File: config.mk
export PLATFORM = sky130hd
export DESIGN_NAME = joystick_servo_jog_controller
export DESIGN_NICKNAME = d
export VERILOG_FILES = /design/src/jsjc_pkg.sv /design/src/jsjc_decode.sv /design/src/jsjc_state_ram.sv /design/src/jsjc_joint_pipe.sv /design/src/joystick_servo_jog_controller.sv
export SDC_FILE = /design/constraint.sdc
export NUM_CORES = 1
export LEC_CHECK = 0
export BUFFER_PORTS_ARGS = -buffer_cell sky130_fd_sc_hd__clkbuf_2
export CAP_MARGIN = 40
export CORE_UTILIZATION = 30
export CTS_CLUSTER_DIAMETER = 30
export DETAILED_ROUTE_END_ITERATION = 16
export GPL_ROUTABILITY_DRIVEN = 0
export PLACE_DENSITY = 0.45
export SYNTH_ARGS = -nofsm -noshare
export SYNTH_HDL_FRONTEND = slang
export SYNTH_SLANG_ARGS = --single-unit
export TNS_END_PERCENT = 50
File: constraint.sdc
create_clock -name clk -period 12.8 [get_ports clk]
set_input_delay 1.28 -clock clk [delete_from_list [all_inputs] [get_ports clk]]
set_output_delay 1.28 -clock clk [all_outputs]
set_load 0.1 [all_outputs]
File: src/jsjc_pkg.sv
// ----------------------------------------------------------------------------
// jsjc_pkg
// Shared constants, register codes and types of the joystick servo jog
// controller.
// ----------------------------------------------------------------------------
package jsjc_pkg;

	localparam int ADC_BITS_DEF = 10;
	localparam int NUM_JOINTS   = 6;
	localparam int NUM_PAIRS    = NUM_JOINTS / 2;
	localparam int GRIP_PAIR    = NUM_PAIRS - 1;
	localparam int JOINT_W      = $clog2(NUM_JOINTS);
	localparam int ANGLE_W      = 8;
	localparam int SPEED_W      = 5;
	localparam int SPD_EXT_W    = SPEED_W + 1;
	localparam int POS_W        = ANGLE_W + 2;
	localparam int THR_W        = 10;
	localparam int STEP_W       = 4;
	localparam int LIMITS_W     = NUM_JOINTS * ANGLE_W;
	localparam int PULSE_W      = 10;
	localparam int CFG_ADDR_W   = 3;
	localparam int CFG_DATA_W   = LIMITS_W;

	// pulse = PULSE_MIN + angle * (PULSE_MAX - PULSE_MIN) / ANGLE_SPAN, floored
	localparam int PULSE_MIN    = 120;
	localparam int PULSE_MAX    = 600;
	localparam int ANGLE_SPAN   = 180;
	localparam int PULSE_SHIFT  = 11;
	localparam int PULSE_MUL    =
		((PULSE_MAX - PULSE_MIN) * (2 ** PULSE_SHIFT) + ANGLE_SPAN - 1) / ANGLE_SPAN;
	localparam int PROD_W       = $clog2((2 ** ANGLE_W - 1) * PULSE_MUL + 1);

	localparam logic [THR_W-1:0]    LOW_THR_RST     = THR_W'(300);
	localparam logic [THR_W-1:0]    HIGH_THR_RST    = THR_W'(750);
	localparam logic [STEP_W-1:0]   MAX_SPEED_RST   = STEP_W'(2);
	localparam logic [STEP_W-1:0]   ACCEL_RST       = STEP_W'(1);
	localparam logic [STEP_W-1:0]   DECEL_RST       = STEP_W'(1);
	localparam logic [LIMITS_W-1:0] MIN_ANGLES_RST  = 48'd22162708264980;
	localparam logic [LIMITS_W-1:0] MAX_ANGLES_RST  = 48'd132545048780960;
	localparam logic [LIMITS_W-1:0] HOME_ANGLES_RST = 48'd77353878855770;

	localparam int RESULT_BITS  = NUM_JOINTS * PULSE_W + 2;
	localparam int RESULT_W     = ((RESULT_BITS + 7) / 8) * 8;
	localparam int RESULT_PAD_W = RESULT_W - RESULT_BITS;

	typedef enum logic [CFG_ADDR_W-1:0] {
		REG_LOW_THR,
		REG_HIGH_THR,
		REG_MAX_SPEED,
		REG_ACCEL,
		REG_DECEL,
		REG_MIN_ANGLES,
		REG_MAX_ANGLES,
		REG_HOME_ANGLES
	} reg_idx_t;

	typedef enum logic [1:0] {
		DLT_NONE,
		DLT_UP,
		DLT_DOWN
	} delta_t;

	typedef struct packed {
		logic [THR_W-1:0]    low_thr;
		logic [THR_W-1:0]    high_thr;
		logic [STEP_W-1:0]   max_speed;
		logic [STEP_W-1:0]   accel;
		logic [STEP_W-1:0]   decel;
		logic [LIMITS_W-1:0] min_angles;
		logic [LIMITS_W-1:0] max_angles;
		logic [LIMITS_W-1:0] home_angles;
	} cfg_t;

	typedef struct packed {
		delta_t [NUM_JOINTS-1:0] delta;
		logic                    active;
		logic                    home;
	} item_t;

	typedef struct packed {
		logic [SPEED_W-1:0] speed;
		logic [ANGLE_W-1:0] angle;
	} joint_state_t;

	typedef struct packed {
		logic               vld;
		logic [JOINT_W-1:0] joint;
		delta_t             delta;
		logic               active;
		logic               home;
	} issue_t;

	typedef struct packed {
		logic               en;
		logic [JOINT_W-1:0] addr;
		joint_state_t       data;
	} ram_wr_t;

	typedef struct packed {
		logic               vld;
		logic [JOINT_W-1:0] joint;
		logic [PULSE_W-1:0] pulse;
		logic               active;
		logic               home;
	} pulse_res_t;

	typedef struct packed {
		logic [RESULT_PAD_W-1:0]                pad;
		logic                                   homing;
		logic                                   any_active;
		logic [NUM_JOINTS-1:0][PULSE_W-1:0]     pulse;
	} result_t;

	function automatic joint_state_t reset_state(input logic [JOINT_W-1:0] j);
		joint_state_t st;
		st.speed = '0;
		st.angle = HOME_ANGLES_RST[ANGLE_W*j +: ANGLE_W];
		return st;
	endfunction

endpackage

File: src/jsjc_decode.sv
// ----------------------------------------------------------------------------
// jsjc_decode
// Classifies the six stick samples of one request into per-joint speed
// steps, plus the activity and home flags.
// ----------------------------------------------------------------------------
module jsjc_decode
	import jsjc_pkg::*;
#(
	parameter int ADC_BITS = ADC_BITS_DEF
) (
	input  logic [NUM_JOINTS-1:0][ADC_BITS-1:0] sample,
	input  logic                                home_held,
	input  logic [THR_W-1:0]                    low_thr,
	input  logic [THR_W-1:0]                    high_thr,
	output item_t                               item
);

	localparam int CMP_W = (ADC_BITS > THR_W) ? ADC_BITS : THR_W;

	logic [NUM_JOINTS-1:0] below_lo;
	logic [NUM_JOINTS-1:0] above_hi;
	logic [NUM_JOINTS-1:0] below_hi;
	logic [NUM_JOINTS-1:0] above_lo;
	logic [NUM_JOINTS-1:0] deflect;

	always_comb begin
		for (int i = 0; i < NUM_JOINTS; i++) begin
			below_lo[i] = CMP_W'(sample[i]) < CMP_W'(low_thr);
			above_hi[i] = CMP_W'(sample[i]) > CMP_W'(high_thr);
			below_hi[i] = CMP_W'(sample[i]) < CMP_W'(high_thr);
			above_lo[i] = CMP_W'(sample[i]) > CMP_W'(low_thr);
			deflect[i]  = below_lo[i] | above_hi[i];
		end
	end

	always_comb begin
		item.delta  = '{default: DLT_NONE};
		item.active = 1'b0;
		item.home   = home_held;
		for (int p = 0; p < NUM_PAIRS; p++) begin
			if (deflect[2*p] && !deflect[2*p+1]) begin
				item.active     = 1'b1;
				item.delta[2*p] = below_lo[2*p] ? DLT_DOWN : DLT_UP;
			end else if (deflect[2*p+1] && !deflect[2*p]) begin
				item.active = 1'b1;
				if (p == GRIP_PAIR) begin
					// inverted axis: a low sample steps up, a high sample steps down
					if (below_hi[2*p+1]) begin
						item.delta[2*p+1] = DLT_UP;
					end else if (above_lo[2*p+1]) begin
						item.delta[2*p+1] = DLT_DOWN;
					end else begin
						item.delta[2*p+1] = DLT_NONE;
					end
				end else begin
					item.delta[2*p+1] = below_lo[2*p+1] ? DLT_DOWN : DLT_UP;
				end
			end
		end
	end

endmodule

File: src/jsjc_state_ram.sv
// ----------------------------------------------------------------------------
// jsjc_state_ram
// Joint state memory: one speed and angle word per joint, registered read.
// Entries not yet written read as the reset pose.
// ----------------------------------------------------------------------------
module jsjc_state_ram
	import jsjc_pkg::*;
(
	input  logic               clk,
	input  logic               arst_n,
	input  logic               rd_en,
	input  logic [JOINT_W-1:0] rd_addr,
	output joint_state_t       rd_data,
	input  ram_wr_t            wr
);

	joint_state_t          mem [NUM_JOINTS];
	joint_state_t          rd_word_q;
	logic [NUM_JOINTS-1:0] vld_q;
	logic                  rd_vld_q;
	logic [JOINT_W-1:0]    rd_addr_q;

	always_ff @(posedge clk) begin
		if (wr.en) begin
			mem[wr.addr] <= wr.data;
		end
		if (rd_en) begin
			rd_word_q <= mem[rd_addr];
		end
	end

	always_ff @(posedge clk or negedge arst_n) begin
		if (!arst_n) begin
			vld_q     <= '0;
			rd_vld_q  <= 1'b0;
			rd_addr_q <= '0;
		end else begin
			if (wr.en) begin
				vld_q[wr.addr] <= 1'b1;
			end
			if (rd_en) begin
				rd_vld_q  <= vld_q[rd_addr];
				rd_addr_q <= rd_addr;
			end
		end
	end

	assign rd_data = rd_vld_q ? rd_word_q : reset_state(rd_addr_q);

endmodule

File: src/jsjc_joint_pipe.sv
// ----------------------------------------------------------------------------
// jsjc_joint_pipe
// Per-joint update pipeline: s1 takes the memory word, steps, clamps and
// decays the speed, moves and clamps the angle (homing: steps it toward home,
// speed zero), writes the word back; s2 maps the new angle to a pulse count.
// ----------------------------------------------------------------------------
module jsjc_joint_pipe
	import jsjc_pkg::*;
(
	input  logic         clk,
	input  logic         arst_n,
	input  cfg_t         cfg,
	input  issue_t       issue,
	input  joint_state_t rd_data,
	output ram_wr_t      wr,
	output pulse_res_t   res
);

	logic               vld_s1;
	logic [JOINT_W-1:0] joint_s1;
	delta_t             delta_s1;
	logic               active_s1;
	logic               home_s1;

	logic               vld_s2;
	logic [JOINT_W-1:0] joint_s2;
	logic [ANGLE_W-1:0] angle_s2;
	logic               active_s2;
	logic               home_s2;

	logic signed [SPD_EXT_W-1:0] spd;
	logic signed [SPD_EXT_W-1:0] acc;
	logic signed [SPD_EXT_W-1:0] lim;
	logic signed [SPD_EXT_W-1:0] dec;
	logic signed [SPD_EXT_W-1:0] sum;
	logic signed [SPD_EXT_W-1:0] clp;
	logic signed [POS_W-1:0]     pos;
	logic signed [POS_W-1:0]     lo;
	logic signed [POS_W-1:0]     hi;
	logic [ANGLE_W-1:0]          home_ang;
	joint_state_t                nxt;
	logic [PROD_W-1:0]           prod;

	always_ff @(posedge clk or negedge arst_n) begin
		if (!arst_n) begin
			vld_s1 <= 1'b0;
			vld_s2 <= 1'b0;
		end else begin
			vld_s1 <= issue.vld;
			vld_s2 <= vld_s1;
		end
	end

	always_ff @(posedge clk) begin
		joint_s1  <= issue.joint;
		delta_s1  <= issue.delta;
		active_s1 <= issue.active;
		home_s1   <= issue.home;
		joint_s2  <= joint_s1;
		angle_s2  <= nxt.angle;
		active_s2 <= active_s1;
		home_s2   <= home_s1;
	end

	always_comb begin
		spd      = $signed({rd_data.speed[SPEED_W-1], rd_data.speed});
		acc      = $signed(SPD_EXT_W'(cfg.accel));
		lim      = $signed(SPD_EXT_W'(cfg.max_speed));
		dec      = $signed(SPD_EXT_W'(cfg.decel));
		lo       = $signed(POS_W'(cfg.min_angles[ANGLE_W*joint_s1 +: ANGLE_W]));
		hi       = $signed(POS_W'(cfg.max_angles[ANGLE_W*joint_s1 +: ANGLE_W]));
		home_ang = cfg.home_angles[ANGLE_W*joint_s1 +: ANGLE_W];

		case (delta_s1)
			DLT_UP:   sum = spd + acc;
			DLT_DOWN: sum = spd - acc;
			default:  sum = spd;
		endcase

		if (sum < -lim) begin
			clp = -lim;
		end else if (sum > lim) begin
			clp = lim;
		end else begin
			clp = sum;
		end

		// decay in two steps; a positive speed may overshoot and come back
		if (!active_s1) begin
			if (clp > 0) begin
				clp = clp - dec;
			end
			if (clp < 0) begin
				clp = clp + dec;
			end
		end

		pos = $signed({2'b00, rd_data.angle}) + $signed({{(POS_W-SPD_EXT_W){clp[SPD_EXT_W-1]}}, clp});
		if (pos < lo) begin
			pos = lo;
		end else if (pos > hi) begin
			pos = hi;
		end

		if (home_s1) begin
			nxt.speed = '0;
			if (rd_data.angle < home_ang) begin
				nxt.angle = rd_data.angle + ANGLE_W'(1);
			end else if (rd_data.angle > home_ang) begin
				nxt.angle = rd_data.angle - ANGLE_W'(1);
			end else begin
				nxt.angle = rd_data.angle;
			end
		end else begin
			nxt.speed = clp[SPEED_W-1:0];
			nxt.angle = pos[ANGLE_W-1:0];
		end
	end

	assign wr.en   = vld_s1;
	assign wr.addr = joint_s1;
	assign wr.data = nxt;

	assign prod = PROD_W'(angle_s2) * PROD_W'(PULSE_MUL);

	assign res.vld    = vld_s2;
	assign res.joint  = joint_s2;
	assign res.pulse  = PULSE_W'(PULSE_MIN) + PULSE_W'(prod >> PULSE_SHIFT);
	assign res.active = active_s2;
	assign res.home   = home_s2;

endmodule

File: src/joystick_servo_jog_controller.sv
// ----------------------------------------------------------------------------
// joystick_servo_jog_controller
// Jogs six servo joints from three joysticks and a home button, one request
// per update tick, and returns the six pulse counts of the new pose.
//
//   channel  direction  payload
//   s_*      in         tick: six stick samples, home button
//   m_*      out        six pulse counts, any_active, homing
//   cfg_*    in         register index, write data
//
// The joint state memory is visited one joint a cycle: each joint is read,
// updated and written back. A new request can start as the last joint of
// the previous one is issued. After reset the memory reads as the reset
// pose at rest without a clearing pass. A stalled output holds one result,
// a second one waits in assembly, and one more request is held at the input.
// ----------------------------------------------------------------------------
module joystick_servo_jog_controller
	import jsjc_pkg::*;
#(
	parameter int ADC_BITS = ADC_BITS_DEF
) (
	input  logic                  clk,
	input  logic                  arst_n,
	input  logic                  s_tvalid,
	output logic                  s_tready,
	// base, shoulder, elbow, wrist, rotate, grip axis, home_held
	input  logic [((NUM_JOINTS*ADC_BITS+1+7)/8)*8-1:0] s_tdata,
	output logic                  m_tvalid,
	input  logic                  m_tready,
	// base, shoulder, elbow, wrist, rotate, grip pulse, any_active, homing
	output logic [RESULT_W-1:0]   m_tdata,
	input  logic                  cfg_valid,
	output logic                  cfg_ready,
	input  logic [CFG_ADDR_W-1:0] cfg_addr,
	input  logic [CFG_DATA_W-1:0] cfg_data
);

	localparam logic [JOINT_W-1:0] LAST_JOINT = JOINT_W'(NUM_JOINTS - 1);

	cfg_t                                cfg_q;
	logic [NUM_JOINTS-1:0][ADC_BITS-1:0] sample;
	item_t                               item;
	item_t                               pend_q;
	logic                                pend_vld_q;
	item_t                               cur_q;
	logic                                busy_q;
	logic [JOINT_W-1:0]                  cnt_q;
	logic [1:0]                          out_cnt_q;
	logic                                start;
	logic                                s_acc;
	logic                                m_acc;
	issue_t                              issue;
	joint_state_t                        rd_data;
	ram_wr_t                             wr;
	pulse_res_t                          res;
	result_t                             asm_q;
	logic                                asm_full_q;
	logic                                asm_move;
	result_t                             out_q;
	logic                                out_vld_q;

	// configuration
	assign cfg_ready = 1'b1;

	always_ff @(posedge clk or negedge arst_n) begin
		if (!arst_n) begin
			cfg_q.low_thr     <= LOW_THR_RST;
			cfg_q.high_thr    <= HIGH_THR_RST;
			cfg_q.max_speed   <= MAX_SPEED_RST;
			cfg_q.accel       <= ACCEL_RST;
			cfg_q.decel       <= DECEL_RST;
			cfg_q.min_angles  <= MIN_ANGLES_RST;
			cfg_q.max_angles  <= MAX_ANGLES_RST;
			cfg_q.home_angles <= HOME_ANGLES_RST;
		end else if (cfg_valid && cfg_ready) begin
			case (reg_idx_t'(cfg_addr))
				REG_LOW_THR:     cfg_q.low_thr     <= cfg_data[THR_W-1:0];
				REG_HIGH_THR:    cfg_q.high_thr    <= cfg_data[THR_W-1:0];
				REG_MAX_SPEED:   cfg_q.max_speed   <= cfg_data[STEP_W-1:0];
				REG_ACCEL:       cfg_q.accel       <= cfg_data[STEP_W-1:0];
				REG_DECEL:       cfg_q.decel       <= cfg_data[STEP_W-1:0];
				REG_MIN_ANGLES:  cfg_q.min_angles  <= cfg_data[LIMITS_W-1:0];
				REG_MAX_ANGLES:  cfg_q.max_angles  <= cfg_data[LIMITS_W-1:0];
				REG_HOME_ANGLES: cfg_q.home_angles <= cfg_data[LIMITS_W-1:0];
				default: ;
			endcase
		end
	end

	// intake
	assign sample = s_tdata[NUM_JOINTS*ADC_BITS-1:0];

	jsjc_decode #(
		.ADC_BITS (ADC_BITS)
	) u_decode (
		.sample    (sample),
		.home_held (s_tdata[NUM_JOINTS*ADC_BITS]),
		.low_thr   (cfg_q.low_thr),
		.high_thr  (cfg_q.high_thr),
		.item      (item)
	);

	assign s_tready = !pend_vld_q;
	assign s_acc    = s_tvalid && s_tready;
	assign m_acc    = m_tvalid && m_tready;
	assign start    = pend_vld_q && (!busy_q || cnt_q == LAST_JOINT) && (out_cnt_q < 2'd2);

	always_ff @(posedge clk) begin
		if (s_acc) begin
			pend_q <= item;
		end
		if (start) begin
			cur_q <= pend_q;
		end
	end

	// joint sequencer
	always_ff @(posedge clk or negedge arst_n) begin
		if (!arst_n) begin
			pend_vld_q <= 1'b0;
			busy_q     <= 1'b0;
			cnt_q      <= '0;
			out_cnt_q  <= '0;
		end else begin
			if (s_acc) begin
				pend_vld_q <= 1'b1;
			end else if (start) begin
				pend_vld_q <= 1'b0;
			end
			if (start) begin
				busy_q <= 1'b1;
				cnt_q  <= '0;
			end else if (busy_q) begin
				if (cnt_q == LAST_JOINT) begin
					busy_q <= 1'b0;
				end else begin
					cnt_q <= cnt_q + JOINT_W'(1);
				end
			end
			out_cnt_q <= out_cnt_q + 2'(start) - 2'(m_acc);
		end
	end

	assign issue.vld    = busy_q;
	assign issue.joint  = cnt_q;
	assign issue.delta  = cur_q.delta[cnt_q];
	assign issue.active = cur_q.active;
	assign issue.home   = cur_q.home;

	jsjc_state_ram u_ram (
		.clk     (clk),
		.arst_n  (arst_n),
		.rd_en   (busy_q),
		.rd_addr (cnt_q),
		.rd_data (rd_data),
		.wr      (wr)
	);

	jsjc_joint_pipe u_pipe (
		.clk     (clk),
		.arst_n  (arst_n),
		.cfg     (cfg_q),
		.issue   (issue),
		.rd_data (rd_data),
		.wr      (wr),
		.res     (res)
	);

	// result assembly and output register
	assign asm_move = asm_full_q && (!out_vld_q || m_tready);

	always_ff @(posedge clk) begin
		if (res.vld) begin
			asm_q.pulse[res.joint] <= res.pulse;
			if (res.joint == LAST_JOINT) begin
				asm_q.pad        <= '0;
				asm_q.any_active <= res.active && !res.home;
				asm_q.homing     <= res.home;
			end
		end
		if (asm_move) begin
			out_q <= asm_q;
		end
	end

	always_ff @(posedge clk or negedge arst_n) begin
		if (!arst_n) begin
			asm_full_q <= 1'b0;
			out_vld_q  <= 1'b0;
		end else begin
			if (res.vld && res.joint == LAST_JOINT) begin
				asm_full_q <= 1'b1;
			end else if (asm_move) begin
				asm_full_q <= 1'b0;
			end
			if (asm_move) begin
				out_vld_q <= 1'b1;
			end else if (m_tready) begin
				out_vld_q <= 1'b0;
			end
		end
	end

	assign m_tvalid = out_vld_q;
	assign m_tdata  = out_q;

`ifndef SYNTHESIS
	a_no_rw_overlap: assert property (@(posedge clk) disable iff (!arst_n)
		(wr.en && busy_q) |-> (wr.addr != cnt_q))
		else $error("state read and write hit the same joint");

	a_out_cnt_bound: assert property (@(posedge clk) disable iff (!arst_n)
		out_cnt_q <= 2'd2)
		else $error("more results in flight than buffer slots");

	a_asm_no_clobber: assert property (@(posedge clk) disable iff (!arst_n)
		(res.vld && res.joint == '0 && asm_full_q) |-> asm_move)
		else $error("new result overwrites an unmoved assembled result");

	a_start_resets_cnt: assert property (@(posedge clk) disable iff (!arst_n)
		start |=> (busy_q && cnt_q == '0 && !$past(out_cnt_q[1])))
		else $error("joint sequence started without a free result slot");
`endif

endmodule
==> summary.txt <==
Outcome
  – Status: completed

STA
  – Worst Clk Skew: 0.0314 ns
  – Fin. max-slew vios: 0
  – Least-Margin Pin Slew: 0.904 ns
  – Crit share post-route: 0.890
  – F_max: 0.0878 GHz
  – RSZ-0062 raised after global routing: no
  – Final hold vios: 0
  – Hold slack: 0.342 ns
  – Fin Setup TNS: 0 ns
  – Crit path time final: 11.39 ns
  – Slew margin rel.: 0.392
  – Final setup vio count: 0

Cells and area
  – # fillers: 7797
  – Area Overhead vs Synth: 25.0%
  – Sequential cell area: 0.0127 mm²
  – Layout cells sized above 1: 0.298
  – Final Core Density: 0.379
  – Cell area after layout: 0.0305 mm²
  – Multi-input logic area: 0.0111 mm²
  – Nets: 2587

Placed design
  – Detailed Place HPWL: 45300 µm
  – PortBufs: 180
  – Placed inst area: 0.0268 mm²

Critical path
  – Setup CP Type: reg -> reg
  – CP most frequent cell: ha_1
  – Critical Path AT: 11.68 ns
  – R2R Path Start: cfg_q[148]
  – CP Max Fanout: 11
  – Register-to-Register Setup Slack: 1.41 ns
  – Worst R2R Path Depth: 45
  – Slowest CP cell: o31ai_1
  – Element type at the critical path end: flop
  – Slowest stage delay, CP: 0.78 ns
  – Crit start category: flop
  – Crit Reg-Reg Endpoint: u_ram.mem[2][0]
  – Worst EP required: 13.10 ns

Detailed routing
  – Via density: 4.76
  – Antenna Nets Post-Route: 0
  – Initial DRC Count: 662
  – Residual DRC count: 0
  – Via count: 16000
  – Per-cell routed wire length: 18.5 µm
  – First drt pass iteration count: 5
  – Total wire length: 62100 µm

Hold path
  – Hold_sp: cur_q[0]
  – Hold EP: u_pipe.home_s1
  – Hold WC Path Type: reg -> reg
  – Hold Path Depth: 0

Synth
  – Syn_area_per_cell: 12.5 µm²
  – Synthesis Warnings: 0
  – Top-area cell type share of the netlist area: 0.299
  – Post-Syn Area: 0.0244 mm²
  – Area leader, netlist: edfxtp_1
  – Primary FF master, synth: edfxtp_1
  – Synthesized flop and latch total: 460
  – Sequential share of the synthesized area: 0.521
  – Yosys cell types: 78
  – Asr flop ratio synth: 0.428
  – Post-synth EDFFs: 243
  – Post-synth top cells: edfxtp_1 (243), ha_1 (229), mux2_2 (179), dfrtp_1 (129), inv_1 (111)
  – Count leader, synth: edfxtp_1
  – Mapped Cells: 1961
  – Top cells by area, synth: edfxtp_1 (30%), dfrtp_1 (13%), ha_1 (12%)

Floorplanning
  – IO Pins: 187
  – Starting density of the core: 0.303
  – Core Footprint: 0.0805 mm²
  – Die H: 287 µm
  – Die Width: 287 µm
  – Die footprint: 0.0825 mm²
  – Site row count: 104

Clocking
  – Clk Latency, worst-skew pair: 0.65 ns
  – Setup Buffers After CTS: 0
  – Hold buffers post-CTS: 0
  – Max clock buf depth: 3
  – Sink Count: 460
  – H-Tree Level Count: 3
  – Worst-path clk slew: 0.04 ns
  – Post-cts gate resize count: 0
  – CTS tree: built
  – Total CTS buffers: 103
  – CTS root buf: clkbuf_16

Global route
  – First-pass GRT wire length: 97000 µm
  – Remaining global-route overflow: 0
  – Antenna violations before repair: 1
  – Largest net degree at the start of global routing: 81
  – Via count of the first global-routing pass: 16900
  – Gr usage total: 0.152

Flow run
  – Maxcap violations: 0
[placed cells by master, fill, tap and decap left out, types with 23 or more instances in the layout]
master / count
mux2_2: 179
mux2i_1: 50
inv_1: 111
ha_1: 229
clkbuf_16: 103
xnor2_1: 31
nand3_1: 25
nand2_1: 107
dfstp_2: 68
o21ai_0: 102
nand4_1: 23
a21o_1: 51
edfxtp_1: 243
nand2b_1: 27
nor2_1: 91
a22oi_1: 25
nor3_1: 23
nor2b_1: 33
clkbuf_2: 179
dfrtp_1: 128
a21oi_1: 95
[per-layer routing]
metal / up-vias / track usage / part of all wire
li1: 7771 / - / -
met1: 7838 / 0.199 / 0.46
met2: 342 / 0.257 / 0.48
met3: 84 / 0.0256 / 0.038
met4: 0 / 0.0452 / 0.019
met5: - / 0 / 0
[registers in the layout (all words and copies together), names as in the netlist, 6 cells and up]
| register | count |
|---|---|
| u_ram.mem | 78 |
| cur_q | 14 |
| u_ram.vld_q | 6 |
| m_tdata | 62 |
| pend_q | 14 |
| asm_q | 62 |
| cfg_q | 176 |
| u_ram.rd_word_q | 13 |
| u_pipe.angle_s2 | 8 |
[stage by stage]
stage,instances,setup WS (ns)
floorplan,1962,3.35
global placement,3157,1.62
detailed placement,3172,1.39
CTS,3366,1.34
global route,3367,0.382
finish,3367,1.41
[cell type report]
class | instances | share of cell area
Antenna cell | 1 | 0.0000820
Clock buffer | 136 | 0.0925
Clock inverter | 58 | 0.0281
Inverter | 112 | 0.0138
Multi-Input combinational cell | 1327 | 0.364
Sequential cell | 460 | 0.417
Tap cell | 1060 | 0.0435
Timing Repair Buffer | 213 | 0.0415
[worst max path at each step]
stage / slack (ns) / startpoint / to
3_3_place_gp: 1.62 / cfg_q[148] / u_ram.mem[4][2]
4_1_cts: 1.34 / cfg_q[148] / u_ram.mem[0][5]
6_report: 1.41 / cfg_q[148] / u_ram.mem[2][0]
3_5_place_dp: 1.39 / cfg_q[148] / u_ram.mem[0][5]
5_1_grt: 0.38 / cfg_q[148] / u_ram.mem[2][2]
2_1_floorplan: 3.35 / cfg_q[148] / u_ram.mem[0][2]
[logic make-up (layout without fill, tap and decap cells)]
group / after synthesis / after routing / synth area share
flops: 460 / 460 / 0.521
other cells: 2 / 4 / 0.000308
buf+inv: 175 / 519 / 0.0277
fa+ha+maj: 250 / 250 / 0.135
mux: 247 / 247 / 0.119
xor+xnor: 40 / 40 / 0.0143
compound gates: 379 / 379 / 0.0990
simple gates: 408 / 408 / 0.0845
[worst max-delay path, delay by kind of cell (launching register included)]
family / cells / cell delay [ns]
compound gates: 12 / 3.92
simple gates: 18 / 3.06
xor+xnor: 1 / 0.15
fa+ha+maj: 7 / 1.92
mux: 3 / 1.05
buf+inv: 4 / 0.35
flops: 1 / 0.59
Power is left out: the tool's default activity adds up to more than one toggle a clock period on the data nets, which glitch-free logic cannot reach.
